`src/rtl/lgr_pkg.sv`:
```
`timescale 1ns / 1ps
// Shared types, codes and arithmetic helpers of the boosting loss/gradient block.
// No dependencies; every other file imports this package.
package lgr_pkg;

  typedef enum logic [1:0] {
    MODE_SQUARED  = 2'd0,
    MODE_SOFTMAX  = 2'd1,
    MODE_WSOFTMAX = 2'd2,
    MODE_CSLOG    = 2'd3
  } loss_mode_e;

  localparam logic REG_LOSS_MODE  = 1'b0;
  localparam logic REG_BATCH_SIZE = 1'b1;

  localparam logic KIND_GRAD = 1'b0;
  localparam logic KIND_LOSS = 1'b1;

  localparam logic signed [24:0] EXP_ARG_CAP = 25'sd720896;   // 11.0 in Q.16
  localparam logic [16:0]        LOG2E_Q16   = 17'd94548;
  localparam logic [15:0]        LN2_Q16     = 16'd45426;
  localparam logic signed [63:0] ONE_Q16     = 64'sd65536;
  localparam logic signed [63:0] ONE_Q32     = 64'sh0000_0001_0000_0000;
  localparam logic signed [63:0] ONE_Q48     = 64'sh0001_0000_0000_0000;

  typedef struct packed {
    logic signed [23:0] activation;
    logic signed [23:0] class_weight;
    logic        [4:0]  true_class;
    logic               last_of_sample;
    logic               last_of_batch;
  } in_item_t;

  typedef struct packed {
    logic               out_kind;
    logic        [4:0]  class_index;
    logic signed [23:0] out_value;
    logic               last_result;
  } out_item_t;

  // one queued word: element payload plus its end-of-sample classification
  typedef struct packed {
    logic signed [23:0] activation;
    logic signed [23:0] class_weight;
    logic        [4:0]  true_class;
    logic               eos;
    logic               eob;
  } q_item_t;

  typedef struct packed {
    loss_mode_e  loss_mode;
    logic [15:0] batch_size;
  } cfg_t;

  // 2^(i/16) in Q.16
  function automatic logic [17:0] pow2_tab(input logic [4:0] i);
    logic [17:0] r;
    case (i)
      5'd0:    r = 18'd65536;
      5'd1:    r = 18'd68438;
      5'd2:    r = 18'd71468;
      5'd3:    r = 18'd74632;
      5'd4:    r = 18'd77936;
      5'd5:    r = 18'd81386;
      5'd6:    r = 18'd84990;
      5'd7:    r = 18'd88752;
      5'd8:    r = 18'd92682;
      5'd9:    r = 18'd96785;
      5'd10:   r = 18'd101070;
      5'd11:   r = 18'd105545;
      5'd12:   r = 18'd110218;
      5'd13:   r = 18'd115098;
      5'd14:   r = 18'd120194;
      5'd15:   r = 18'd125515;
      5'd16:   r = 18'd131072;
      default: r = 18'd131072;
    endcase
    return r;
  endfunction

  // divide by 2^16, truncating toward zero
  function automatic logic signed [63:0] tdiv16(input logic signed [63:0] x);
    logic signed [63:0] nx;
    nx = -x;
    return x[63] ? -(nx >>> 16) : (x >>> 16);
  endfunction

  function automatic logic signed [23:0] clamp24(input logic signed [63:0] x);
    logic signed [23:0] r;
    if (x > 64'sd8388607) begin
      r = 24'sh7FFFFF;
    end else if (x < -64'sd8388608) begin
      r = 24'sh800000;
    end else begin
      r = x[23:0];
    end
    return r;
  endfunction

endpackage

```
`src/rtl/lgr_front.sv`:
```
`timescale 1ns / 1ps
// Front end: accepts input words, marks sample and batch ends, and queues them.
// Depends on lgr_pkg.
module lgr_front
  import lgr_pkg::*;
(
  input  logic     clk_i,
  input  logic     rst_ni,
  input  logic     in_valid_i,
  output logic     in_ready_o,
  input  in_item_t in_data_i,
  input  logic     pop_i,
  output logic     q_valid_o,
  output q_item_t  q_data_o
);

  localparam int unsigned Depth = 4;
  localparam int unsigned PtrW  = $clog2(Depth);

  q_item_t           buf_q [Depth];
  logic [PtrW-1:0]   wr_ptr_q, wr_ptr_d;
  logic [PtrW-1:0]   rd_ptr_q, rd_ptr_d;
  logic [PtrW:0]     count_q, count_d;
  logic              push, pop;
  q_item_t           entry;

  assign in_ready_o = (count_q != (PtrW + 1)'(Depth));
  assign q_valid_o  = (count_q != '0);
  assign q_data_o   = buf_q[rd_ptr_q];
  assign push       = in_valid_i && in_ready_o;
  assign pop        = pop_i && q_valid_o;

  // batch end also closes the sample
  always_comb begin
    entry.activation   = in_data_i.activation;
    entry.class_weight = in_data_i.class_weight;
    entry.true_class   = in_data_i.true_class;
    entry.eob          = in_data_i.last_of_batch;
    entry.eos          = in_data_i.last_of_sample | in_data_i.last_of_batch;
  end

  always_comb begin
    wr_ptr_d = push ? wr_ptr_q + 1'b1 : wr_ptr_q;
    rd_ptr_d = pop ? rd_ptr_q + 1'b1 : rd_ptr_q;
    count_d  = count_q;
    if (push && !pop) begin
      count_d = count_q + 1'b1;
    end else if (pop && !push) begin
      count_d = count_q - 1'b1;
    end
  end

  always_ff @(posedge clk_i) begin
    if (push) begin
      buf_q[wr_ptr_q] <= entry;
    end
  end

  always_ff @(posedge clk_i or negedge rst_ni) begin
    if (!rst_ni) begin
      wr_ptr_q <= '0;
      rd_ptr_q <= '0;
      count_q  <= '0;
    end else begin
      wr_ptr_q <= wr_ptr_d;
      rd_ptr_q <= rd_ptr_d;
      count_q  <= count_d;
    end
  end

endmodule

```
`config.mk`:
```
export PLATFORM = sky130hd
export DESIGN_NAME = lgr_front
export DESIGN_NICKNAME = d
export VERILOG_FILES = /design/src/rtl/lgr_pkg.sv /design/src/rtl/lgr_front.sv
export SDC_FILE = /design/constraint.sdc
export NUM_CORES = 1
export LEC_CHECK = 0
export ABC_CLOCK_PERIOD_IN_PS = 2250
export BUFFER_PORTS_ARGS = -buffer_cell sky130_fd_sc_hd__buf_2
export CAP_MARGIN = 20
export CORE_ASPECT_RATIO = 0.9
export CORE_MARGIN = 3
export CORE_UTILIZATION = 51
export CTS_CLUSTER_DIAMETER = 150
export DETAILED_ROUTE_END_ITERATION = 16
export HOLD_SLACK_MARGIN = 0.06
export PLACE_DENSITY = 0.84
export REMOVE_ABC_BUFFERS = 1
export SYNTH_ARGS = -nofsm -noshare
export SYNTH_HDL_FRONTEND = slang
export SYNTH_SLANG_ARGS = --single-unit
```
`constraint.sdc`:
```
create_clock -name clk_i -period 2.25 [get_ports clk_i]
set_input_delay 0.1125 -clock clk_i [delete_from_list [all_inputs] [get_ports clk_i]]
set_output_delay 0.1125 -clock clk_i [all_outputs]
set_load 0.02 [all_outputs]
```
==> impl_results.md, run 1 <==
* Status: completed
* Max-slew violation count at 0
* Reg2Reg Depth at 8
* Via density at about 5.4
* FF+latch count, synth at between 200 and 250
* Most frequent cells in the layout: edfxtp_1, buf_2, dlygate4sd3_1
* Hold WC Path Type: in -> reg
* CTS tree: built
* Commonest non-fill, non-tap cell in the layout: edfxtp_1
* Leak at 3.72 nW
* Hold_sp: in_valid_i
* Die Y at 127 µm
* CTS sink cnt at 227
* Crit. End Element: register
* Placed cell area at 0.00927 mm²
* Worst path top cell family by delay: simple AND/OR/NAND/NOR gates
* Clock root cell: clkbuf_16
* Length of the first detailed-routing pass in iterations at 6
* Cell count along the critical path at 8
* H-tree depth at 1
* Register area share after synthesis at 81.2%
* Crit-path slowest cell: or3_1
* Slew margin rel. at between 70% and 80%
* Pint at 0.00992 W
* Grt ovf at 0
* DRC Markers at 0
* Vias in the first global route at 4482
* Worst r2r src: count_q[1]
* Wire per inst at 21.7 µm
* Final period util at 94.1%
* Top Ports at around 120
* Final setup fails at 0
* CP bufs+invs at 1
* Netlist Area Pre-Place at 0.00835 mm²
* Fin area at between 0.01 and 0.015 mm²
* Clock skew at about 0.024 ns
* Fmax at 0.472 GHz
* Most used DFF post-synth: edfxtp_1
* Initial Utilization at 53.1%
* P_sw at 0.00439 W
* Layout Nets at between 500 and 600
* CP Class: reg -> reg
* 1st-iter DRT viols at approximately 250
* Clock transition at path regs at 0.06 ns
* CP peak stage delay at 0.45 ns
* Total Wirelength at 16.1 mm
* CORE AREA at 0.0157 mm²
* Post-synth EDFFs at 220
* Area grow syn2layout at 27.5%
* Post-DP HPWL at 9.10 mm
* Maximum vdd drop at 0.758 mV
* Sequential power share at about two fifths
* Fin crit period at approximately 2.1 ns
* Combinational power share at between 30% and 40%
* Worst-path cell chain: or3_1, nand2_1, ha_1, inv_1, fa_1, xor2_1, nor2_1, xor2_1
* RSZ-0062 raised after global routing: false
* Startpoint types: register
* Gpl congestion at ~0.7
* Critical Path RT at 2.68 ns
* Clk_lat worst skew at between 0.5 and 0.6 ns
* Switch share at between 30% and 40%
* Maximum fanout along the worst path at 4
* Fillers at 967
* Layout cells sized above 1 at 42.3%
* Synth cell types at 20
* Total Die Area at 0.0179 mm²
* Total track usage at 18.4%
* CP arrival at around 2.6 ns
* Synth Warn # at 0
* IO buf count at 115
* Slew @ Worst Pin at 0.430 ns
* First-pass GRT wire length at 25.2 mm
* Initial antenna violation count at 0
* PwrDens at 1340 mW/mm²
* Layout Utilization at 67.7%
* Average cell area after synthesis at 25.8 µm²
* Clock power share at 27.1%
* Max cap viols at 0
* Crit-path most repeated cell: xor2_1
* Vias at 4034
* Cells after Synth at 323
* Antenna-violating nets left at 0
* Hold Vio Cnt, Final at 0
* WHS Path Cells at 4
* Die W at 141 µm
* CTS buffer count at 22
* Largest net degree at the start of global routing at 31
* Row count at 43
* Worst Setup SP: count_q[1]
* Async S/R FF share, synth at under 10%
* Max Root-Sink Buffers at 3
## per-layer routing
layer | GRT usage [%] | up-vias | wire (µm)
met3 | 4.04 | 27 | 955
met2 | 32.7 | 166 | 8680
met5 | 0 | - | 0
met1 | 23.2 | 2056 | 6130
li1 | - | 1785 | -
met4 | 4.90 | 0 | 348
## logic make-up (layout without fill, tap and decap cells)
logic type               Yosys count  in the layout  share of synthesized area [%]
multiplexers                      57             57                           15.1
AND/OR/NAND/NOR                   11             11                          0.690
AO/OA/AOI/OAI                      1              1                          0.135
XOR/XNOR                           6              6                          0.630
adder cells (fa/ha/maj)            6              6                          0.989
flip-flops                       227            227                           81.2
buffers and inverters             15            231                           1.20
other                              0              1                              0
## worst paths after layout
| path | endpoint | slack, ns |
|---|---|---|
| max reg2reg | count_q[2] | 0.13 |
| min reg2reg | count_q[2] | 0.55 |
| max | count_q[2] | 0.13 |
| min | wr_ptr_q[0] | 0.13 |
| min in group asynchronous | count_q[0] | 0.57 |
| max in group asynchronous | rd_ptr_q[0] | 1.40 |
## worst reg2reg max path: stages (launching register included)
cell and delay [ns]:
dfrtp_1 0.42, or3_1 0.45, nand2_1 0.13, ha_1 0.19, inv_1 0.07, fa_1 0.37
xor2_1 0.17, nor2_1 0.11, xor2_1 0.14
## through the flow
| step | setup TNS [ns] | total power [W] | hold WS (ns) | instances | setup slack [ns] |
|---|---|---|---|---|---|
| floorplan | -102.67 | 0.00890 | -0.183 | 311 | -0.857 |
| global placement | 0 | 0.0103 | -0.0490 | 641 | 0.225 |
| detailed placement | 0 | 0.0104 | -0.0426 | 641 | 0.147 |
| CTS | 0 | 0.0145 | 0.107 | 741 | 0.126 |
| global route | 0 | 0.0149 | 0.137 | 741 | 0.0340 |
| finish | 0 | 0.0143 | 0.132 | 742 | 0.132 |
## cells in the mapped netlist (3+ instances only)
cell        n  area (µm²)
dfrtp_1     7         175
inv_1       3        11.3
buf_2       5        25.0
ha_1        5        62.6
mux4_2     55        1240
edfxtp_1  220        6610
and2_1      4        25.0
buf_6       4        45.0
xnor2_1     4        35.0
## power by group through the flow
stage / Sequential, W / Clock [W] / Combinational, W
6_report: 0.00585 / 0.00388 / 0.00458
3_5_place_dp: 0.00598 / 0 / 0.00445
2_1_floorplan: 0.00621 / 0 / 0.00269
3_3_place_gp: 0.00589 / 0 / 0.00439
5_1_grt: 0.00593 / 0.00412 / 0.00488
4_1_cts: 0.00586 / 0.00397 / 0.00466
## final cells by class
cell class                      count  area [µm²]  share of cell area, %
Antenna cell                        1        2.50                 0.0235
Clock buffer                       25         562                   5.28
Clock inverter                     15         211                   1.99
Inverter                            3        11.3                  0.106
Multi-Input combinational cell     81        1470                   13.8
Sequential cell                   227        6790                   63.8
Tap cell                          202         253                   2.38
Timing Repair Buffer              188        1340                   12.6
## state kept, by name, indices dropped and copies added, names as in the netlist
name	count
buf_q	220
count_q	3
rd_ptr_q	2
wr_ptr_q	2
## what timing repair did
item,4_1_cts,5_1_grt
gates resized for setup,0,0
setup buffers,2,0
hold buffers,58,0
endpoints found under the hold margin,229,0
setup endpoints to repair,25,0
Power figures use the tool's default switching activity.
==> inputs of run 2 (changes only) <==
--- a/config.mk
+++ b/config.mk
@@ -5,7 +5,7 @@
 export SDC_FILE = /design/constraint.sdc
 export NUM_CORES = 1
 export LEC_CHECK = 0
-export ABC_CLOCK_PERIOD_IN_PS = 2250
+export ABC_CLOCK_PERIOD_IN_PS = 1800
 export BUFFER_PORTS_ARGS = -buffer_cell sky130_fd_sc_hd__buf_2
 export CAP_MARGIN = 20
 export CORE_ASPECT_RATIO = 0.9
==> constraint.sdc (replaced) <==
create_clock -name clk_i -period 1.8 [get_ports clk_i]
set_input_delay 0.09 -clock clk_i [delete_from_list [all_inputs] [get_ports clk_i]]
set_output_delay 0.09 -clock clk_i [all_outputs]
set_load 0.02 [all_outputs]
==> run 2 against run 1 <==
  * The flow now finishes with violations (setup timing)
  * Register-to-register slack got worse by 0.25 ns
  * Worst hold slack improved by 0.026 ns
  * Core utilization up 5.7 points
  * Critical path depth down 4
  * Routed wire length increased by 13%
  * Non-clock buffer count increased by 27
  * Clock-buffer cell count did not move
  * Critical path type is now reg -> out
==> impl_results.md, run 2 (synthesized netlist as in run 1, its figures left out) <==
* Vias at around 4300
* Slew @ Worst Pin at 0.350 ns
* Maximum vdd drop at 1.09 mV
* Reg with most FFs: buf_q
* ANT cells at 0
* CP arrival at 1.99 ns
* Clk_lat worst skew at slightly below 0.5 ns
* Clock skew at 0.0125 ns
* Tightest hold margin at ~0.16 ns
* Sum Neg Setup Slack at -12.37 ns
* CP Class: reg -> out
* Startpoint types: register
* IO buf count at 115
* Hold Vio Cnt, Final at 0
* Final period util at 115%
* Max Root-Sink Buffers at 3
* Wire per inst at 23.8 µm
* Total Wirelength at between 15 and 20 mm
* Worst setup margin at -0.278 ns
* Largest net degree at the start of global routing at 44
* Row count at 43
* Crit. End Element: output port
* Failing checks: setup timing
* Hold WC Path Type: in -> reg
* Layout cells sized above 1 at 46.3%
* First-pass GRT wire length at roughly 26 mm
* Max-slew violation count at 0
* Final setup fails at 57
* Top Ports at 116
* Total Power at just over 0.02 W
* Die W at 141 µm
* Area grow syn2layout at 38.3%
* PwrDens at between 1500 and 2000 mW/mm²
* RSZ-0062 raised after global routing: true
* Fillers at 860
* Post-DP HPWL at 8.99 mm
* Layout Nets at 615
* Storage element area at 0.00679 mm²
* Max cap viols at 0
* Fin crit period at roughly 2.1 ns
* Initial Utilization at about 53%
* CTS buffer count at 22
* Critical Path RT at 1.71 ns
* Antenna-violating nets left at 0
* Initial antenna violation count at 0
* Status: complete, but fails checks
* Leak at 4.11 nW
* CTS sink cnt at 227
* Maximum fanout along the worst path at 4
* Clock root cell: clkbuf_16
* 1st-iter DRT viols at roughly 370
* Largest regs: buf_q: 220 flops, count_q: 3 flops
* Most frequent cells in the layout: edfxtp_1, buf_2, dlygate4sd3_1
* Total Die Area at 0.0179 mm²
* Clock transition at path regs at 0.06 ns
* Largest register FFs at 220
* Die Y at about 130 µm
* CTS tree: built
* Length of the first detailed-routing pass in iterations at 6
* Commonest non-fill, non-tap cell in the layout: edfxtp_1
* Area of the multi-input gates at 0.00152 mm²
* Fmax at about 0.48 GHz
* H-tree depth at 1
* Vias in the first global route at 4617
* Slew margin rel. at around three quarters
* DRC Markers at 0
* CORE AREA at around 0.016 mm²
* Via density at 5.54
* Total track usage at 19.1%
* Grt ovf at 0
* Gpl congestion at approximately 0.77
==> run 2: cell types whose count changed in the layout (fill, tap and decap cells not counted), sizes merged <==
| cell | delta |
|---|---|
| clkinv | +2 |
| clkbuf | +7 |
| clkinvlp | -2 |
| diode | -1 |
| buf | +20 |
==> run 2: where the power goes <==
group | total, W | switching (W) | internal [W]
Clock | 0.00490 | 0.00186 | 0.00304
Sequential | 0.00730 | 0.000305 | 0.00699
Combinational | 0.00822 | 0.00395 | 0.00428
Total | 0.0204 | 0.00611 | 0.0143
==> run 2: through the flow <==
step	cell area, µm²	std cells	setup slack, ns	util, %
2_1_floorplan	8260	311	-1.28	-
3_3_place_gp	9360	647	-0.113	59.6
3_5_place_dp	9360	647	-0.232	59.6
4_1_cts	11100	759	-0.290	70.9
5_1_grt	11500	768	-0.330	73.5
6_report	11500	768	-0.278	73.5
==> run 2: layout make-up <==
| class | instances | share of cell area (%) |
|---|---|---|
| inverters | 3 | 0.0976 |
| clock buffers | 25 | 5.05 |
| well taps | 202 | 2.19 |
| clock inverters | 15 | 1.69 |
| multi-input cells | 81 | 13.1 |
| flip-flops and latches | 227 | 58.8 |
| repair buffers | 215 | 19.0 |
==> run 2: repair_timing <==
action / 4_1_cts / 5_1_grt
resized for setup: 59 / 74
setup endpoints to repair: 57 / 136
pin swaps: 6 / 5
endpoints found under the hold margin: 230 / 0
gates cloned: 5 / 7
hold buffers: 58 / 0
setup buffers: 9 / 3
==> run 2: final timing paths <==
path                             startpoint            to  slack [ns]  cells past startpoint
worst max-delay path            rd_ptr_q[0]  q_data_o[26]       -0.28                      4
worst min-delay path             in_valid_i    count_q[0]        0.16                      4
worst max register to register   count_q[2]    count_q[2]       -0.12                      8
worst min register to register   count_q[2]    count_q[2]        0.61                      2
max in group asynchronous            rst_ni   rd_ptr_q[0]        0.95                      3
min in group asynchronous            rst_ni    count_q[2]        0.56                      3
==> run 2: worst max-delay path: stages, from the launching register on <==
cell	delay (ns)
dfrtp_4	0.48
buf_12	0.16
clkbuf_16	0.16
mux4_2	0.54
buf_6	0.16
==> run 2: per-layer routing <==
layer	vias up	track usage [%]	wire, µm
li1	1838	-	-
met1	2208	24.6	6870
met2	183	33.1	9770
met3	28	5.13	1310
met4	0	4.62	326
met5	-	0	0
==> inputs of run 3 (changes only) <==
--- a/config.mk
+++ b/config.mk
@@ -7,12 +7,12 @@
 export LEC_CHECK = 0
 export ABC_CLOCK_PERIOD_IN_PS = 1800
 export BUFFER_PORTS_ARGS = -buffer_cell sky130_fd_sc_hd__buf_2
-export CAP_MARGIN = 20
 export CORE_ASPECT_RATIO = 0.9
 export CORE_MARGIN = 3
 export CORE_UTILIZATION = 51
 export CTS_CLUSTER_DIAMETER = 150
 export DETAILED_ROUTE_END_ITERATION = 16
+export GPL_TIMING_DRIVEN = 0
 export HOLD_SLACK_MARGIN = 0.06
 export PLACE_DENSITY = 0.84
 export REMOVE_ABC_BUFFERS = 1
==> run 3 against run 2 <==
  * Sequential share of layout area up 2.0 points
  * Highest routed layer unchanged
  * Routed wire length up 4.5%
  * Critical path type unchanged
  * The flow still finishes with violations (setup timing)
  * Die area unchanged
  * Global-route usage down 0.69 points
  * Critical endpoint is now q_data_o[20]
  * Sequential power up 0.5%
  * Sequential cell count unchanged
  * Clock skew up 0.0070 ns
  * Critical path depth unchanged
  * Core utilization down 2.4 points
  * First-iteration DRC count down 5.7%
==> impl_results.md, run 3 (synthesized netlist as in run 1, its figures left out) <==
* Status: complete, but fails checks
* Failing checks: setup timing
* DRC Markers at 0
* Via density at between 5 and 6
* Final setup fails at 57
* Critical Path RT at 1.71 ns
* Total Die Area at 0.0179 mm²
* Largest register FFs at 220
* Worst reg2reg path endpoint: count_q[2]
* Fin crit period at between 2 and 2.5 ns
* Row count at 43
* Die W at around 140 µm
* CP peak stage delay at 0.53 ns
* Length of the first detailed-routing pass in iterations at 5
* Largest regs: buf_q: 220 flops, count_q: 3 flops
* Max-slew violation count at 0
* Reg2Reg Depth at 8
* Maximum vdd drop at 1.35 mV
* Final period util at 113%
* H-tree depth at 1
* Area grow syn2layout at 33.8%
* Antenna-violating nets left at 0
* CTS sink cnt at 227
* Startpoint types: register
* Post-DP HPWL at about 8 mm
* Leak at 3.96 nW
* CTS buffer count at 22
* Largest net degree at the start of global routing at 29
* CP arrival at 1.95 ns
* Worst-path cell chain: buf_12, clkbuf_16, mux4_2, buf_6
* Clk_lat worst skew at 0.49 ns
* CTS tree: built
* Wire per inst at 25.0 µm
* 1st-iter DRT viols at 345
* First-pass GRT wire length at between 20 and 30 mm
* Clock root cell: clkbuf_16
* Commonest non-fill, non-tap cell in the layout: edfxtp_1
* Layout cells sized above 1 at a little under half
* Fillers at about 900
* Total track usage at 18.5%
* Worst r2r src: count_q[0]
* CORE AREA at 0.0157 mm²
* Vias at 4303
* PwrDens at 1760 mW/mm²
* Max Root-Sink Buffers at 3
* Die Y at 127 µm
* RSZ-0062 raised after global routing: true
* Worst setup margin at -0.239 ns
* Vias in the first global route at between 4000 and 5000
* Most frequent cells in the layout: edfxtp_1, buf_2, dlygate4sd3_1
* Hold_sp: in_valid_i
* Crit. End Element: output port
* WHS Path Cells at 4
* Fmax at 0.491 GHz
* Slew @ Worst Pin at 0.351 ns
* Total Power at approximately 0.020 W
* Crit-path slowest cell: mux4_2
* IO buf count at 115
* Clock skew at 0.0195 ns
* Initial Utilization at 53.1%
* Hold Vio Cnt, Final at 0
* Fin area at between 0.01 and 0.015 mm²
* Initial antenna violation count at 0
* Hold WC Path Type: in -> reg
* Placed cell area at 0.00914 mm²
* Hold Path Sink: count_q[0]
* Reg with most FFs: buf_q
* Max cap viols at 0
* Tightest hold margin at around 0.26 ns
* Clock transition at path regs at 0.06 ns
* Layout Nets at 612
* Grt ovf at 0
* Total Wirelength at 19.1 mm
* Maximum fanout along the worst path at 7
* Slew margin rel. at 76.6%
* Gpl congestion at 0.691
* ANT cells at 0
* R2R setup slack at -0.24 ns
* Top Ports at roughly 120
* Layout Utilization at 71.1%
* CP Class: reg -> out
## run 3: per-layer routing
layer  wire length, µm  global-route usage [%]  vias up
met4               678                    5.47        0
met1              7210                    23.2     2200
li1                  -                       -     1844
met5                 0                       0        -
met3              1210                    4.12       45
met2             10000                    32.5      214
## run 3: what timing repair did
action                                  in CTS  in global routing
pin swaps                                   11                  7
hold endpoints to repair                   230                  0
hold buffers                                58                  0
setup buffers                               11                  9
resized for setup                           19                 83
gates cloned                                 4                 13
endpoints found under the setup margin     277                277
## run 3: through the flow
stage	instances	worst slack [ns]	setup TNS [ns]
2_1_floorplan	311	-1.28	-226.65
3_3_place_gp	628	-2.28	-485.33
3_5_place_dp	630	-0.332	-64.85
4_1_cts	741	-0.263	-11.65
5_1_grt	763	-0.342	-21.18
6_report	763	-0.239	-11.71
## run 3: how the worst max path moves through the flow
stage | start | end | slack, ns | cells past startpoint
3_5_place_dp | count_q[1] | count_q[2] | -0.33 | 8
5_1_grt | count_q[0] | count_q[2] | -0.34 | 8
4_1_cts | rd_ptr_q[0] | q_data_o[27] | -0.26 | 3
6_report | rd_ptr_q[0] | q_data_o[20] | -0.24 | 4
2_1_floorplan | rd_ptr_q[0] | q_data_o[0] | -1.28 | 1
3_3_place_gp | rd_ptr_q[0] | q_data_o[27] | -2.28 | 2
## run 3: critical path: cells and delay by family, from the launching register on
kind	cells	cell delay (ns)
DFF	1	0.43
buffers and inverters	3	0.48
muxes	1	0.53
## run 3: power breakdown
part           switching [W]  internal (W)
clock                0.00179       0.00284
combinational        0.00397       0.00372
sequential          0.000333       0.00701
total                0.00609        0.0136
## run 3: final cells by class
| type | instances | area, µm² | area share, % |
|---|---|---|---|
| clock buffer | 31 | 626 | 5.60 |
| sequential | 227 | 6790 | 60.8 |
| inverter | 3 | 11.3 | 0.101 |
| timing repair buffer | 200 | 1760 | 15.8 |
| tap | 202 | 253 | 2.26 |
| multi-input combinational | 93 | 1620 | 14.5 |
| clock inverter | 7 | 108 | 0.963 |
